### config.mk
export PLATFORM = sky130hd
export DESIGN_NAME = ivf_stream_deframer_unit
export DESIGN_NICKNAME = d
export VERILOG_FILES = /design/src/hw/rtl/ivf_sd_pkg.sv /design/src/hw/rtl/ivf_stream_deframer_unit.sv /design/src/hw/rtl/ivf_sd_parser.sv /design/src/hw/rtl/ivf_sd_outbuf.sv
export SDC_FILE = /design/constraint.sdc
export NUM_CORES = 1
export LEC_CHECK = 0
export BUFFER_PORTS_ARGS = -buffer_cell sky130_fd_sc_hd__clkbuf_2
export CAP_MARGIN = 20
export CELL_PAD_IN_SITES_DETAIL_PLACEMENT = 2
export CELL_PAD_IN_SITES_GLOBAL_PLACEMENT = 2
export CORE_MARGIN = 5
export CORE_UTILIZATION = 46
export DETAILED_ROUTE_END_ITERATION = 8
export GPL_TIMING_DRIVEN = 0
export PLACE_DENSITY = 0.87
export SYNTH_ARGS = -nofsm -noshare
export SYNTH_HDL_FRONTEND = slang
export SYNTH_HIERARCHICAL = 1
export SYNTH_SLANG_ARGS = --single-unit
### constraint.sdc
create_clock -name clk -period 41.3 [get_ports clk]
set_clock_uncertainty 0.1 [all_clocks]
set_input_delay 2.065 -clock clk [delete_from_list [all_inputs] [get_ports clk]]
set_output_delay 2.065 -clock clk [all_outputs]
set_load 0.01 [all_outputs]
### src/hw/rtl/ivf_sd_pkg.sv
// ----------------------------------------------------------------------------
// IVF deframer package
// Shared codes, container tags and the result beat layout.
// ----------------------------------------------------------------------------
package ivf_sd_pkg;

  localparam int unsigned CFG_W      = 29;
  localparam int unsigned PADDR_W    = 3;
  localparam int unsigned DATA_W     = 32;

  // Register indexes (paddr[2])
  localparam logic REG_MAX_FRAME_BYTES = 1'b0;

  localparam logic [CFG_W-1:0] HARD_MAX_FRAME = 29'h1000_0000;

  // Four-character tags as read little-endian from four header bytes
  localparam logic [31:0] TAG_DKIF = 32'h4649_4B44;
  localparam logic [31:0] TAG_VP80 = 32'h3038_5056;
  localparam logic [31:0] TAG_VP90 = 32'h3039_5056;
  localparam logic [31:0] TAG_AV01 = 32'h3130_5641;

  localparam logic [1:0] KIND_INFO   = 2'd0;
  localparam logic [1:0] KIND_START  = 2'd1;
  localparam logic [1:0] KIND_BYTE   = 2'd2;
  localparam logic [1:0] KIND_STATUS = 2'd3;

  localparam logic [1:0] CODEC_VP8 = 2'd0;
  localparam logic [1:0] CODEC_VP9 = 2'd1;
  localparam logic [1:0] CODEC_AV1 = 2'd2;

  localparam logic [1:0] ST_INVALID     = 2'd0;
  localparam logic [1:0] ST_UNSUPPORTED = 2'd1;
  localparam logic [1:0] ST_EOF         = 2'd2;

  typedef struct packed {
    logic [1:0]       kind;
    logic [1:0]       codec;
    logic [15:0]      width;
    logic [15:0]      height;
    logic [31:0]      rate;
    logic [31:0]      scale;
    logic [31:0]      frame_total;
    logic [CFG_W-1:0] frame_bytes;
    logic [63:0]      frame_time;
    logic [7:0]       payload_byte;
    logic             last_of_frame;
    logic [1:0]       status;
  } res_t;

endpackage

### src/hw/rtl/ivf_stream_deframer_unit.sv
// ----------------------------------------------------------------------------
// IVF stream deframer
// Parses an IVF container byte stream into header info, frames and status.
// ----------------------------------------------------------------------------
// Usage:
//   Input channel (in_valid/in_ready): one beat per container byte, or a beat
//   with in_stream_end high to mark the end of the stream.
//   Output channel (out_valid/out_ready): zero or one result beat per input
//   beat: file header info, frame start (size and timestamp), payload byte
//   with last_of_frame, or a status (invalid, unsupported codec, eof).
//   After any status the block drops all input until reset.
//   Config: max_frame_bytes at byte address 0 of the APB-style port; write it
//   only while the stream is idle.
// Timing:
//   One input beat per cycle while in_ready is high; the per-byte work sits
//   between the parser state and the result register, so each result is
//   registered. Throughput is one byte per cycle while out_ready is high.
//   A result register plus one skid entry holds output under a stall;
//   in_ready drops only once the skid entry is full.
// Reset (rst_n, synchronous): parser returns to the file header phase,
//   output beats are cleared and max_frame_bytes goes to 268435456.
// ----------------------------------------------------------------------------
module ivf_stream_deframer_unit (
  input  logic                               clk,
  input  logic                               rst_n,
  // input beats
  input  logic                               in_valid,
  output logic                               in_ready,
  input  logic [7:0]                         in_byte,
  input  logic                               in_stream_end,
  // result beats
  output logic                               out_valid,
  input  logic                               out_ready,
  output logic [1:0]                         out_kind,
  output logic [1:0]                         out_codec,
  output logic [15:0]                        out_width,
  output logic [15:0]                        out_height,
  output logic [31:0]                        out_rate,
  output logic [31:0]                        out_scale,
  output logic [31:0]                        out_frame_total,
  output logic [ivf_sd_pkg::CFG_W-1:0]       out_frame_bytes,
  output logic [63:0]                        out_frame_time,
  output logic [7:0]                         out_payload_byte,
  output logic                               out_last_of_frame,
  output logic [1:0]                         out_status,
  // configuration
  input  logic                               psel,
  input  logic                               penable,
  input  logic                               pwrite,
  input  logic [ivf_sd_pkg::PADDR_W-1:0]     paddr,
  input  logic [ivf_sd_pkg::DATA_W-1:0]      pwdata,
  output logic [ivf_sd_pkg::DATA_W-1:0]      prdata,
  output logic                               pready
);
  import ivf_sd_pkg::*;

  logic [CFG_W-1:0] max_frame_r;
  logic             cfg_wr;
  logic             in_accept;
  logic             res_valid;
  res_t             res;
  res_t             out_data;

  // Configuration register: written in the access phase
  assign pready = 1'b1;
  assign cfg_wr = psel && penable && pwrite && (paddr[2] == REG_MAX_FRAME_BYTES);

  always_ff @(posedge clk) begin
    if (!rst_n) begin
      max_frame_r <= HARD_MAX_FRAME;
    end else if (cfg_wr) begin
      max_frame_r <= pwdata[CFG_W-1:0];
    end
  end

  // Reads of unmapped addresses return zero
  assign prdata = (paddr[2] == REG_MAX_FRAME_BYTES) ?
                  {{(DATA_W-CFG_W){1'b0}}, max_frame_r} : '0;

  // Accept whenever the skid entry is free
  assign in_accept = in_valid && in_ready;

  ivf_sd_parser u_parser (
    .clk             (clk),
    .rst_n           (rst_n),
    .accept          (in_accept),
    .in_byte         (in_byte),
    .in_stream_end   (in_stream_end),
    .max_frame_bytes (max_frame_r),
    .res_valid       (res_valid),
    .res             (res)
  );

  ivf_sd_outbuf u_outbuf (
    .clk       (clk),
    .rst_n     (rst_n),
    .push      (res_valid),
    .push_data (res),
    .can_take  (in_ready),
    .out_valid (out_valid),
    .out_ready (out_ready),
    .out_data  (out_data)
  );

  // Fan the result beat out to its field ports
  assign out_kind          = out_data.kind;
  assign out_codec         = out_data.codec;
  assign out_width         = out_data.width;
  assign out_height        = out_data.height;
  assign out_rate          = out_data.rate;
  assign out_scale         = out_data.scale;
  assign out_frame_total   = out_data.frame_total;
  assign out_frame_bytes   = out_data.frame_bytes;
  assign out_frame_time    = out_data.frame_time;
  assign out_payload_byte  = out_data.payload_byte;
  assign out_last_of_frame = out_data.last_of_frame;
  assign out_status        = out_data.status;

endmodule

### src/hw/rtl/ivf_sd_parser.sv
// ----------------------------------------------------------------------------
// IVF deframer parser
// Phase tracking, header capture and checks; one result per byte at most.
// ----------------------------------------------------------------------------
module ivf_sd_parser (
  input  logic                      clk,
  input  logic                      rst_n,
  input  logic                      accept,
  input  logic [7:0]                in_byte,
  input  logic                      in_stream_end,
  input  logic [ivf_sd_pkg::CFG_W-1:0] max_frame_bytes,
  output logic                      res_valid,
  output ivf_sd_pkg::res_t          res
);
  import ivf_sd_pkg::*;

  typedef enum logic [4:0] {
    PH_FILEHDR  = 5'b00001,
    PH_SKIP     = 5'b00010,
    PH_FRAMEHDR = 5'b00100,
    PH_PAYLOAD  = 5'b01000,
    PH_DONE     = 5'b10000
  } phase_t;

  phase_t           phase_r, phase_nxt;
  logic [4:0]       cnt_r, cnt_nxt;
  logic [15:0]      skip_r, skip_nxt;
  logic [CFG_W-1:0] pay_r, pay_nxt;
  logic [7:0]       store_r [32];
  logic             wr_en;

  logic [31:0] magic, fourcc, rate_w, scale_w, total_w, size_w;
  logic [15:0] hdr_len, width_w, height_w;
  logic [63:0] stamp_w;
  logic        size_bad;

  assign magic    = {store_r[3], store_r[2], store_r[1], store_r[0]};
  assign hdr_len  = {store_r[7], store_r[6]};
  assign fourcc   = {store_r[11], store_r[10], store_r[9], store_r[8]};
  assign width_w  = {store_r[13], store_r[12]};
  assign height_w = {store_r[15], store_r[14]};
  assign rate_w   = {store_r[19], store_r[18], store_r[17], store_r[16]};
  assign scale_w  = {store_r[23], store_r[22], store_r[21], store_r[20]};
  assign total_w  = {store_r[27], store_r[26], store_r[25], store_r[24]};
  // frame header view: the final timestamp byte is the one arriving now
  assign size_w   = magic;
  assign stamp_w  = {in_byte, store_r[10], store_r[9], store_r[8],
                     store_r[7], store_r[6], store_r[5], store_r[4]};
  assign size_bad = (size_w == 32'd0) ||
                    (size_w > {3'b000, max_frame_bytes}) ||
                    (size_w > {3'b000, HARD_MAX_FRAME});

  always_comb begin
    phase_nxt = phase_r;
    cnt_nxt   = cnt_r;
    skip_nxt  = skip_r;
    pay_nxt   = pay_r;
    wr_en     = 1'b0;
    res_valid = 1'b0;
    res       = '0;
    if (accept) begin
      case (phase_r)
        PH_FILEHDR: begin
          if (in_stream_end) begin
            res_valid  = 1'b1;
            res.kind   = KIND_STATUS;
            res.status = ST_INVALID;
            phase_nxt  = PH_DONE;
          end else begin
            wr_en   = 1'b1;
            cnt_nxt = cnt_r + 5'd1;
            if (cnt_r == 5'd31) begin
              res_valid = 1'b1;
              if (magic != TAG_DKIF || hdr_len < 16'd32) begin
                res.kind   = KIND_STATUS;
                res.status = ST_INVALID;
                phase_nxt  = PH_DONE;
              end else if (fourcc != TAG_VP80 && fourcc != TAG_VP90 &&
                           fourcc != TAG_AV01) begin
                res.kind   = KIND_STATUS;
                res.status = ST_UNSUPPORTED;
                phase_nxt  = PH_DONE;
              end else if (width_w == 16'd0 || height_w == 16'd0 ||
                           rate_w == 32'd0 || scale_w == 32'd0) begin
                res.kind   = KIND_STATUS;
                res.status = ST_INVALID;
                phase_nxt  = PH_DONE;
              end else begin
                res.kind        = KIND_INFO;
                res.codec       = (fourcc == TAG_VP80) ? CODEC_VP8 :
                                  (fourcc == TAG_VP90) ? CODEC_VP9 : CODEC_AV1;
                res.width       = width_w;
                res.height      = height_w;
                res.rate        = rate_w;
                res.scale       = scale_w;
                res.frame_total = total_w;
                skip_nxt        = hdr_len - 16'd32;
                phase_nxt       = (hdr_len != 16'd32) ? PH_SKIP : PH_FRAMEHDR;
              end
            end
          end
        end
        PH_SKIP: begin
          if (in_stream_end) begin
            res_valid  = 1'b1;
            res.kind   = KIND_STATUS;
            res.status = ST_EOF;
            phase_nxt  = PH_DONE;
          end else begin
            skip_nxt = skip_r - 16'd1;
            if (skip_r == 16'd1) begin
              phase_nxt = PH_FRAMEHDR;
            end
          end
        end
        PH_FRAMEHDR: begin
          if (in_stream_end) begin
            res_valid  = 1'b1;
            res.kind   = KIND_STATUS;
            res.status = ST_EOF;
            phase_nxt  = PH_DONE;
          end else begin
            wr_en   = 1'b1;
            cnt_nxt = cnt_r + 5'd1;
            if (cnt_r == 5'd11) begin
              cnt_nxt   = 5'd0;
              res_valid = 1'b1;
              if (size_bad) begin
                res.kind   = KIND_STATUS;
                res.status = ST_INVALID;
                phase_nxt  = PH_DONE;
              end else begin
                res.kind        = KIND_START;
                res.frame_bytes = size_w[CFG_W-1:0];
                res.frame_time  = stamp_w;
                pay_nxt         = size_w[CFG_W-1:0];
                phase_nxt       = PH_PAYLOAD;
              end
            end
          end
        end
        PH_PAYLOAD: begin
          res_valid = 1'b1;
          if (in_stream_end) begin
            res.kind   = KIND_STATUS;
            res.status = ST_INVALID;
            phase_nxt  = PH_DONE;
          end else begin
            res.kind          = KIND_BYTE;
            res.payload_byte  = in_byte;
            res.last_of_frame = (pay_r <= 29'd1);
            if (pay_r <= 29'd1) begin
              pay_nxt   = '0;
              phase_nxt = PH_FRAMEHDR;
            end else begin
              pay_nxt = pay_r - 29'd1;
            end
          end
        end
        default: begin
          // done: drop everything until reset
        end
      endcase
    end
  end

  always_ff @(posedge clk) begin
    if (!rst_n) begin
      phase_r <= PH_FILEHDR;
      cnt_r   <= '0;
      skip_r  <= '0;
      pay_r   <= '0;
    end else begin
      phase_r <= phase_nxt;
      cnt_r   <= cnt_nxt;
      skip_r  <= skip_nxt;
      pay_r   <= pay_nxt;
    end
  end

  always_ff @(posedge clk) begin
    if (wr_en) begin
      store_r[cnt_r] <= in_byte;
    end
  end

endmodule

### src/hw/rtl/ivf_sd_outbuf.sv
// ----------------------------------------------------------------------------
// IVF deframer output buffer
// Result register plus skid stage so input keeps flowing under a stall until the skid entry is full.
// ----------------------------------------------------------------------------
module ivf_sd_outbuf (
  input  logic             clk,
  input  logic             rst_n,
  input  logic             push,
  input  ivf_sd_pkg::res_t push_data,
  output logic             can_take,
  output logic             out_valid,
  input  logic             out_ready,
  output ivf_sd_pkg::res_t out_data
);
  import ivf_sd_pkg::*;

  logic main_v_r, main_v_nxt;
  logic skid_v_r, skid_v_nxt;
  res_t main_d_r, skid_d_r;
  logic pop;

  assign pop       = main_v_r && out_ready;
  assign can_take  = !skid_v_r;
  assign out_valid = main_v_r;
  assign out_data  = main_d_r;

  always_comb begin
    main_v_nxt = main_v_r;
    skid_v_nxt = skid_v_r;
    if (pop || !main_v_r) begin
      main_v_nxt = skid_v_r || push;
      skid_v_nxt = 1'b0;
    end else if (push) begin
      skid_v_nxt = 1'b1;
    end
  end

  always_ff @(posedge clk) begin
    if (!rst_n) begin
      main_v_r <= 1'b0;
      skid_v_r <= 1'b0;
    end else begin
      main_v_r <= main_v_nxt;
      skid_v_r <= skid_v_nxt;
    end
  end

  always_ff @(posedge clk) begin
    if (pop || !main_v_r) begin
      main_d_r <= skid_v_r ? skid_d_r : push_data;
    end else if (push) begin
      skid_d_r <= push_data;
    end
  end

endmodule

== Yosys cells after proc, flatten, opt, wreduce, memory -nomap -nowiden ==
Memories as Yosys holds them, arrays and structs flattened.
Index checks and enable logic that the tools add are counted.

* Bits in writable memories: 256
* Register bits: 558
* Output and inout bits: 271
* Memories: 1

* Equality and inequality tests: 28
* Reduce and logical (&&, ||, !) cells: 34
* $add $sub $neg: 4
* Multiplexer cells: 76
* Bitwise operators: 3
* $lt $le $gt $ge: 4

{| class="wikitable"
|+ Memory list
! name !! words !! bits a word !! rd ports !! clocked after Yosys merged registers in !! write ports !! line !! text
|-
| u_parser.store_r || 32 || 8 || 28 || 0 || 1 || ivf_sd_parser.sv:29 || <nowiki>logic [7:0] store_r [32];</nowiki>
|}

{| class="wikitable"
|+ Operators by type and width
! kind !! number
|-
| 130-bit two-way mux || 5
|-
| 236-bit two-way mux || 2
|-
| 93-bit two-way mux || 4
|-
| 29-bit two-way mux || 6
|-
| 132-bit two-way mux || 1
|-
| 32-bit logical NOT || 3
|-
| 16-bit two-way mux || 6
|-
| 32-bit by 30-bit inequality test with 1-bit output, second input constant || 3
|-
| 5-bit two-way mux || 15
|-
| 32-bit by 30-bit equality test with 1-bit output, second input constant || 2
|-
| 29-bit case mux with 2 select lines || 1
|-
| 32-bit by 29-bit > comparator with 1-bit output || 1
|-
| 32-bit by 29-bit > comparator with 1-bit output, second input constant || 1
|-
| 16-bit logical NOT || 2
|-
| 32-bit by 31-bit inequality test with 1-bit output, second input constant || 1
|-
| 16-bit case mux with 2 select lines || 1
|-
| 29-bit by 1-bit <= comparator with 1-bit output, second input constant || 1
|-
| 29-bit by 1-bit subtractor with 29-bit output, second input constant || 1
|-
| 2-bit two-way mux || 14
|-
| 5-bit case mux with 4 select lines || 1
|-
| 9-bit two-way mux || 2
|-
| 16-bit by 1-bit equality test with 1-bit output, second input constant || 1
|-
| 16-bit by 6-bit < comparator with 1-bit output, second input constant || 1
|-
| 16-bit by 6-bit inequality test with 1-bit output, second input constant || 1
|-
| 28 further kinds || 73
|}

== Depth between registers and ports, before layout ==
Gate-level depths: netlist (run 1).
An unclocked memory read counts as a cell.

* Depth after elaboration: 13
* Mapped depth: 15
* Gate-level depth less buffers: 11

== Modules after synthesis ==
The synthesis (run 1) kept the hierarchy.

{| class="wikitable"
|+ By module, submodules not included
! module !! cells an instance !! area each (um2) !! times used
|-
| ivf_sd_outbuf || 743 || 17194.0 || 1
|-
| ivf_sd_parser || 1242 || 13551.7 || 1
|-
| ivf_stream_deframer_unit || 166 || 1405.1 || 1
|}

== Worst setup path before layout (run 1) ==
OpenSTA, ideal clock, no wires.

* Path kind: input to register
* Start point: input out_ready
* End point: register u_outbuf/skid_d_r[0] (netlist name), enable pin
* Cell stages on the path: 2
* Setup slack: 12983 ps
* Path buffers: 0
* Arrival time: 25432 ps
* Required time: 38415 ps
* Path through: nand2b_1 nor2_1

* Longest elaborated chain between the ends: 4

{| class="wikitable"
|+ Ends and longest elaborated chain
! element !! line !! text
|-
| start, declared || ivf_stream_deframer_unit.sv:33 || <nowiki>input logic out_ready,</nowiki>
|-
| 1-bit logical AND || ivf_sd_outbuf.sv:22 || <nowiki>assign pop = main_v_r && out_ready;</nowiki>
|-
| 1-bit logical OR || ivf_sd_outbuf.sv:49 || <nowiki>if (pop || !main_v_r) begin</nowiki>
|-
| 1-bit NOT (no source line) || -- ||
|-
| 2-bit AND reduction (no source line) || -- ||
|-
| end signal, assigned || ivf_sd_outbuf.sv:52 || <nowiki>skid_d_r <= push_data;</nowiki>
|-
| end, declared || ivf_sd_outbuf.sv:19 || <nowiki>res_t main_d_r, skid_d_r;</nowiki>
|}

Every way passes these cells.
A chain may end at the register's enable or synchronous reset.

==> results.json, run 1 <==
{
  "dpl.cell_count": 3418,
  "max_freq_ghz": 0.1421,
  "synth_edf_count": 696,
  "overflow": 0,
  "path_max_fanout": 10,
  "die_w_um": 274.4,
  "path_clk_slew_ns": 0.07,
  "path_class": "in -> reg",
  "viasPerCell": 6.547,
  "die_area_mm2": 0.07528,
  "ys_top_cells_by_area": "edfxtp_1, mux2_2, dfxtp_1, and2_1, nand2_1",
  "clk_latency_ns": 0.69,
  "stdcell_count": 3583,
  "postSynthAreaPerCell_um2": 14.95,
  "grt_pass1_wl_mm": 189.7,
  "ctsResizeCount": 0,
  "track_usage_pct": 35.33,
  "crit_chain": "clkbuf_2, nand4b_1, or4_1, or4_1, nor4_2, nand2_1, nor2_1, clkbuf_1, clkbuf_1, and2_1, mux2_2",
  "drt_iter0_drc": 3035,
  "combPwrFrac_pct": 3.3,
  "area_delta_synth_final_pct": 18.48,
  "worst_slew_pin_slew_ns": 1.508,
  "portBuffers": 312,
  "layout_worst_path_cycle_share_pct": 17.04,
  "drive_gt1_share_pct": 27.92,
  "fillCellCount": 6360,
  "worst_path_max_delay_cell": "nor4_2",
  "die_h_um": 274.4,
  "cts.sinks": 782,
  "slew_headroom_pct": -0.9204,
  "critPathLaunchType": "input pin",
  "period_needed_ns": 7.036,
  "power.leakage_nw": 15.01,
  "power.share.sequential_pct": 50.0,
  "power_switching_w": 0.0004308,
  "gr-max-usage-layer": "met2",
  "min_path_type": "reg -> reg",
  "grtUsageMet1_pct": 41.43,
  "synth_area_mm2": 0.03215,
  "power.density_mw_per_mm2": 46.00,
  "final_nets": 2661,
  "use_met2_pct": 59.44,
  "cts_root_buf": "clkbuf_16",
  "met3_usage_pct": 9.407,
  "vias": 23458,
  "grt_max_degree": 72,
  "cts_hold_buf": 0,
  "power_w": 0.001752,
  "postCtsSetupBuffers": 0,
  "swShare_pct": 24.58,
  "initial_core_util_pct": 46.15,
  "intPower_w": 0.001321,
  "synth-warning-count": 6,
  "num_io_pins": 322,
  "yosysMostFrequentCell": "edfxtp_1",
  "globalplace.congestion": 0.8881,
  "drt-pass1-iter-count": 6,
  "setup_viol": 0,
  "yosys.area.top_type": "edfxtp_1",
  "drc_errors": 0,
  "antenna_found_initial": 9,
  "ys_types": 70,
  "cp.arrival_ns": 7.46,
  "peakVddDrop_v": 0.00003316,
  "slew_violations": 9,
  "synth_seq_area_share_pct": 70.36,
  "maxCapViolCount": 1,
  "synth-main-ff-cell": "edfxtp_1",
  "clkPwrFrac_pct": 46.8,
  "cp.required_ns": 41.73,
  "numCtsBuffers": 83,
  "cts_buffer_depth": 3,
  "ant_nets": 0,
  "failed_checks": "max-capacitance violations, max-slew violations",
  "synth_top_area_share_pct": 65.01,
  "status": "finished with violations",
  "dp_hpwl_mm": 82.34,
  "fp-row-count": 97,
  "ys_ff_latch": 782,
  "slowest_delay_ns": 0.90,
  "async_reset_ff_share_pct": 0,
  "grt_pass1_vias": 24227,
  "cts_tree": "done",
  "hold_violations": 0,
  "htreeDepth": 3,
  "design.core.area_mm2": 0.06966,
  "final_util_pct": 54.68,
  "synth_common_cells": "edfxtp_1, mux2_2, and2_1",
  "netlist_instances": 2151,
  "drt-wirelength-per-cell_um": 40.46,
  "rsz0062_at_grt": "false",
  "tns_ns": 0,
  "end_kind": "flip-flop",
  "drt-total-wl_mm": 145.0
}
-- sequential cells by signal, indices dropped and copies added, names as in the netlist --
| register | count |
|---|---|
| u_outbuf/skid_v_r | 1 |
| u_parser/pay_r | 29 |
| u_outbuf/out_valid | 1 |
| max_frame_r | 29 |
| u_parser/skip_r | 16 |
| u_parser/cnt_r | 5 |
| u_parser/phase_r | 5 |
| u_parser/store_r | 224 |
| u_outbuf/skid_d_r | 236 |
| u_outbuf/out_data | 236 |
-- critical path, delay by kind of cell --
family | cells | cell delay (ns)
mux | 1 | 0.26
buf+inv | 3 | 1.44
simple gates | 7 | 3.67
-- power groups by stage --
| stage | Combinational [W] | Sequential, W | Clock, W |
|---|---|---|---|
| after detailed placement | 0.0000511 | 0.000892 | 0 |
| after global routing | 0.0000585 | 0.000876 | 0.000852 |
| after global placement | 0.0000454 | 0.000895 | 0 |
| after CTS | 0.0000535 | 0.000876 | 0.000799 |
| final | 0.0000572 | 0.000876 | 0.000819 |
| after floorplan | 0.0000161 | 0.000895 | 0 |
-- through the flow --
step | area (um^2) | hold WS (ns) | setup WS, ns
after floorplan | 32160 | 0.3335 | 12.98
after global placement | 34900 | 0.3485 | -8.105
after detailed placement | 35200 | 0.3614 | 34.28
after CTS | 37910 | 0.3688 | 34.71
after global routing | 38080 | 0.4087 | 34.44
final | 38090 | 0.3676 | 34.26
-- cells by family after synthesis --
family	after synthesis	share of synthesized area (%)
xor+xnor	16	0.4359
flops	782	70.36
other cells	2	0.02336
buf+inv	150	2.487
mux	275	9.480
compound gates	195	3.841
fa+ha+maj	39	1.518
simple gates	692	11.85
-- layout make-up --
class,instances,area (um^2),share of cell area (%)
repair buffers,333,2013,5.285
diodes,3,7.507,0.01971
plain buffers,103,623.1,1.636
inverters,47,176.4,0.4631
well taps,940,1176,3.088
flip-flops and latches,782,22620,59.39
clock inverters,44,412.9,1.084
clock buffers,110,2303,6.047
multi-input cells,1221,8757,22.99
-- path summary, 6_finish.rpt --
check / from / to / slack, ns / depth (start not counted)
setup / recovery: in_stream_end / u_outbuf/out_data[145] / 34.26 / 11
hold / removal: u_parser/pay_r[22] / u_parser/pay_r[22] / 0.37 / 2
setup reg to reg: u_parser/store_r[0][7] / u_outbuf/out_data[145] / 34.92 / 10
hold reg to reg: u_parser/pay_r[22] / u_parser/pay_r[22] / 0.37 / 2
-- layout by cell type, fill, tap and decap left out, drive strengths merged, types with 9 or more instances in the layout --
| cell | Yosys | final |
|---|---|---|
| nor2b | 31 | 31 |
| o31ai | 13 | 13 |
| nand2b | 14 | 14 |
| nor3 | 36 | 36 |
| ha | 39 | 39 |
| and2 | 232 | 232 |
| mux2i | 39 | 39 |
| nand3 | 29 | 29 |
| inv | 47 | 50 |
| dfxtp | 86 | 86 |
| o32ai | 10 | 10 |
| nand2 | 142 | 142 |
| clkbuf | 61 | 483 |
| nand4 | 20 | 20 |
| a21oi | 80 | 80 |
| clkinv | 0 | 33 |
| mux2 | 236 | 236 |
| or3 | 16 | 16 |
| o21ai | 32 | 32 |
| buf | 42 | 63 |
| xor2 | 9 | 9 |
| edfxtp | 696 | 696 |
| o211ai | 14 | 14 |
| or4 | 9 | 9 |
| nor4 | 47 | 47 |
| nor2 | 83 | 83 |
-- layer usage --
metal | vias up | wire [um]
met5 | - | 14
met4 | 2 | 9326
met3 | 538 | 13440
met2 | 1936 | 70350
met1 | 12103 | 51830
li1 | 8879 | -
(Power assumes the default switching activity.)
==> run 2, diff against run 1 <==
Settings changed: CORE_UTILIZATION 46 to 42, PLACE_DENSITY 0.87 to 0.81.
Clock period 41.3 ns to 6.7 ns, I/O delays scaled along.
==> results.json, run 2 (synthesized netlist as in run 1, its figures left out) <==
{
  "status": "finished with violations",
  "failed_checks": "negative hold slack",
  "peakVddDrop_v": 0.0002183,
  "design.core.area_mm2": 0.07595,
  "rsz0062_at_grt": "false",
  "initial_core_util_pct": 42.33,
  "path_clk_slew_ns": 0.06,
  "die_area_mm2": 0.08218,
  "overflow": 0,
  "globalplace.congestion": 0.8675,
  "dp_hpwl_mm": 74.68,
  "dp_slack_ns": 1.878,
  "path_class": "reg -> reg",
  "path_max_fanout": 10,
  "max_freq_ghz": 0.2018,
  "track_usage_pct": 26.16,
  "drt_iter0_drc": 1794,
  "grt_max_degree": 72,
  "drt-pass1-iter-count": 5,
  "power.leakage_nw": 15.04,
  "worst_path_max_delay_cell": "clkbuf_1",
  "fp-row-count": 101,
  "maxCapViolCount": 0,
  "htreeDepth": 3,
  "cp.required_ns": 7.09,
  "worst_slew_pin_slew_ns": 1.041,
  "grt_pass1_vias": 22976,
  "postCtsSetupBuffers": 0,
  "path_delay_family": "simple AND/OR/NAND/NOR gates",
  "cts.sinks": 782,
  "numCtsBuffers": 84,
  "fillCellCount": 7098,
  "period_needed_ns": 4.956,
  "die_w_um": 286.7,
  "slew_violations": 0,
  "drt-wirelength-per-cell_um": 30.25,
  "cts_buffer_depth": 3,
  "portBuffers": 312,
  "fin_area_mm2": 0.03831,
  "cts_tree": "done",
  "cp.arrival_ns": 5.34,
  "ant_nets": 0,
  "antenna_found_initial": 3,
  "fin_hold_ws_ns": -0.004795,
  "cts_root_buf": "clkbuf_16",
  "drt-total-wl_mm": 111.9,
  "layout_commonest_cell": "edfxtp_1",
  "power.density_mw_per_mm2": 266.3,
  "slowest_delay_ns": 0.68,
  "final_util_pct": 50.44,
  "final_nets": 2693,
  "clk_latency_ns": 0.64,
  "hold_violations": 2,
  "area_delta_synth_final_pct": 19.16,
  "setup_viol": 0,
  "vias": 20884,
  "critPathLaunchType": "flip-flop",
  "slew_headroom_pct": 30.44,
  "num_io_pins": 322,
  "critical_path_buf_inv_count": 2,
  "grt_pass1_wl_mm": 159.5,
  "min_path_type": "in -> reg",
  "drc_errors": 0,
  "crit_chain": "nand4b_1, or4_1, or4_1, nor4_2, nand2_1, nor2_1, clkbuf_1, clkbuf_1, and2_1, mux2_2",
  "placed_area_mm2": 0.03532,
  "drive_gt1_share_pct": 27.40,
  "die_h_um": 286.7,
  "layout_worst_path_cycle_share_pct": 73.97,
  "setup_ws_ns": 1.744,
  "final_cell_mix": "edfxtp_1, clkbuf_2, mux2_2, and2_1, nand2_1",
  "viasPerCell": 5.644,
  "end_kind": "flip-flop"
}
==> run 2: what timing repair did <==
item | in CTS | in global routing
hold buffers | 29 | 1
endpoints found under the hold margin | 29 | 4
gates resized for setup | 0 | 0
==> run 2: through the flow <==
step | TNS [ns] | cells | power (W) | hold slack [ns]
global route | 0 | 3698 | 0.01053 | 0.003373
floorplan | -1496.54 | 2153 | 0.005604 | 0.3335
detailed placement | 0 | 3510 | 0.005808 | 0.3698
CTS | 0 | 3690 | 0.01025 | 0.02243
finish | 0 | 3700 | 0.01020 | -0.004795
global placement | -2837.80 | 3495 | 0.005785 | 0.3479
==> run 2: final timing paths <==
kind	from	end	slack, ns	cells past startpoint
setup / recovery	u_parser/store_r[3][4]	u_outbuf/out_data[202]	1.74	10
hold / removal	in_byte[1]	u_parser/store_r[25][1]	-0.005	1
setup reg to reg	u_parser/store_r[3][4]	u_outbuf/out_data[202]	1.74	10
hold reg to reg	u_parser/pay_r[14]	u_parser/pay_r[14]	0.37	2
==> run 2: area by class of cell <==
| type | instances | area (um^2) | share of cell area, % |
|---|---|---|---|
| diodes | 2 | 5.005 | 0.01306 |
| plain buffers | 103 | 623.1 | 1.626 |
| clock buffers | 109 | 2248 | 5.869 |
| clock inverters | 42 | 299.0 | 0.7805 |
| inverters | 47 | 176.4 | 0.4605 |
| multi-input cells | 1221 | 8757 | 22.86 |
| flip-flops and latches | 782 | 22620 | 59.05 |
| well taps | 1030 | 1289 | 3.364 |
| repair buffers | 364 | 2291 | 5.980 |
==> run 2: layer usage <==
| metal | track usage, % | up-vias | share of wire (%) |
|---|---|---|---|
| met2 | 47.37 | 816 | 52 |
| li1 | - | 8964 | - |
| met4 | 10.46 | 2 | 4.3 |
| met1 | 31.14 | 10866 | 38 |
| met5 | 0 | - | 0.012 |
| met3 | 4.194 | 236 | 5.7 |
==> run 2: power breakdown <==
group          leakage, nW  switching, W  internal [W]
registers             8.26     0.0000509       0.00534
clock network         1.24       0.00199       0.00248
logic                 5.54      0.000229      0.000111
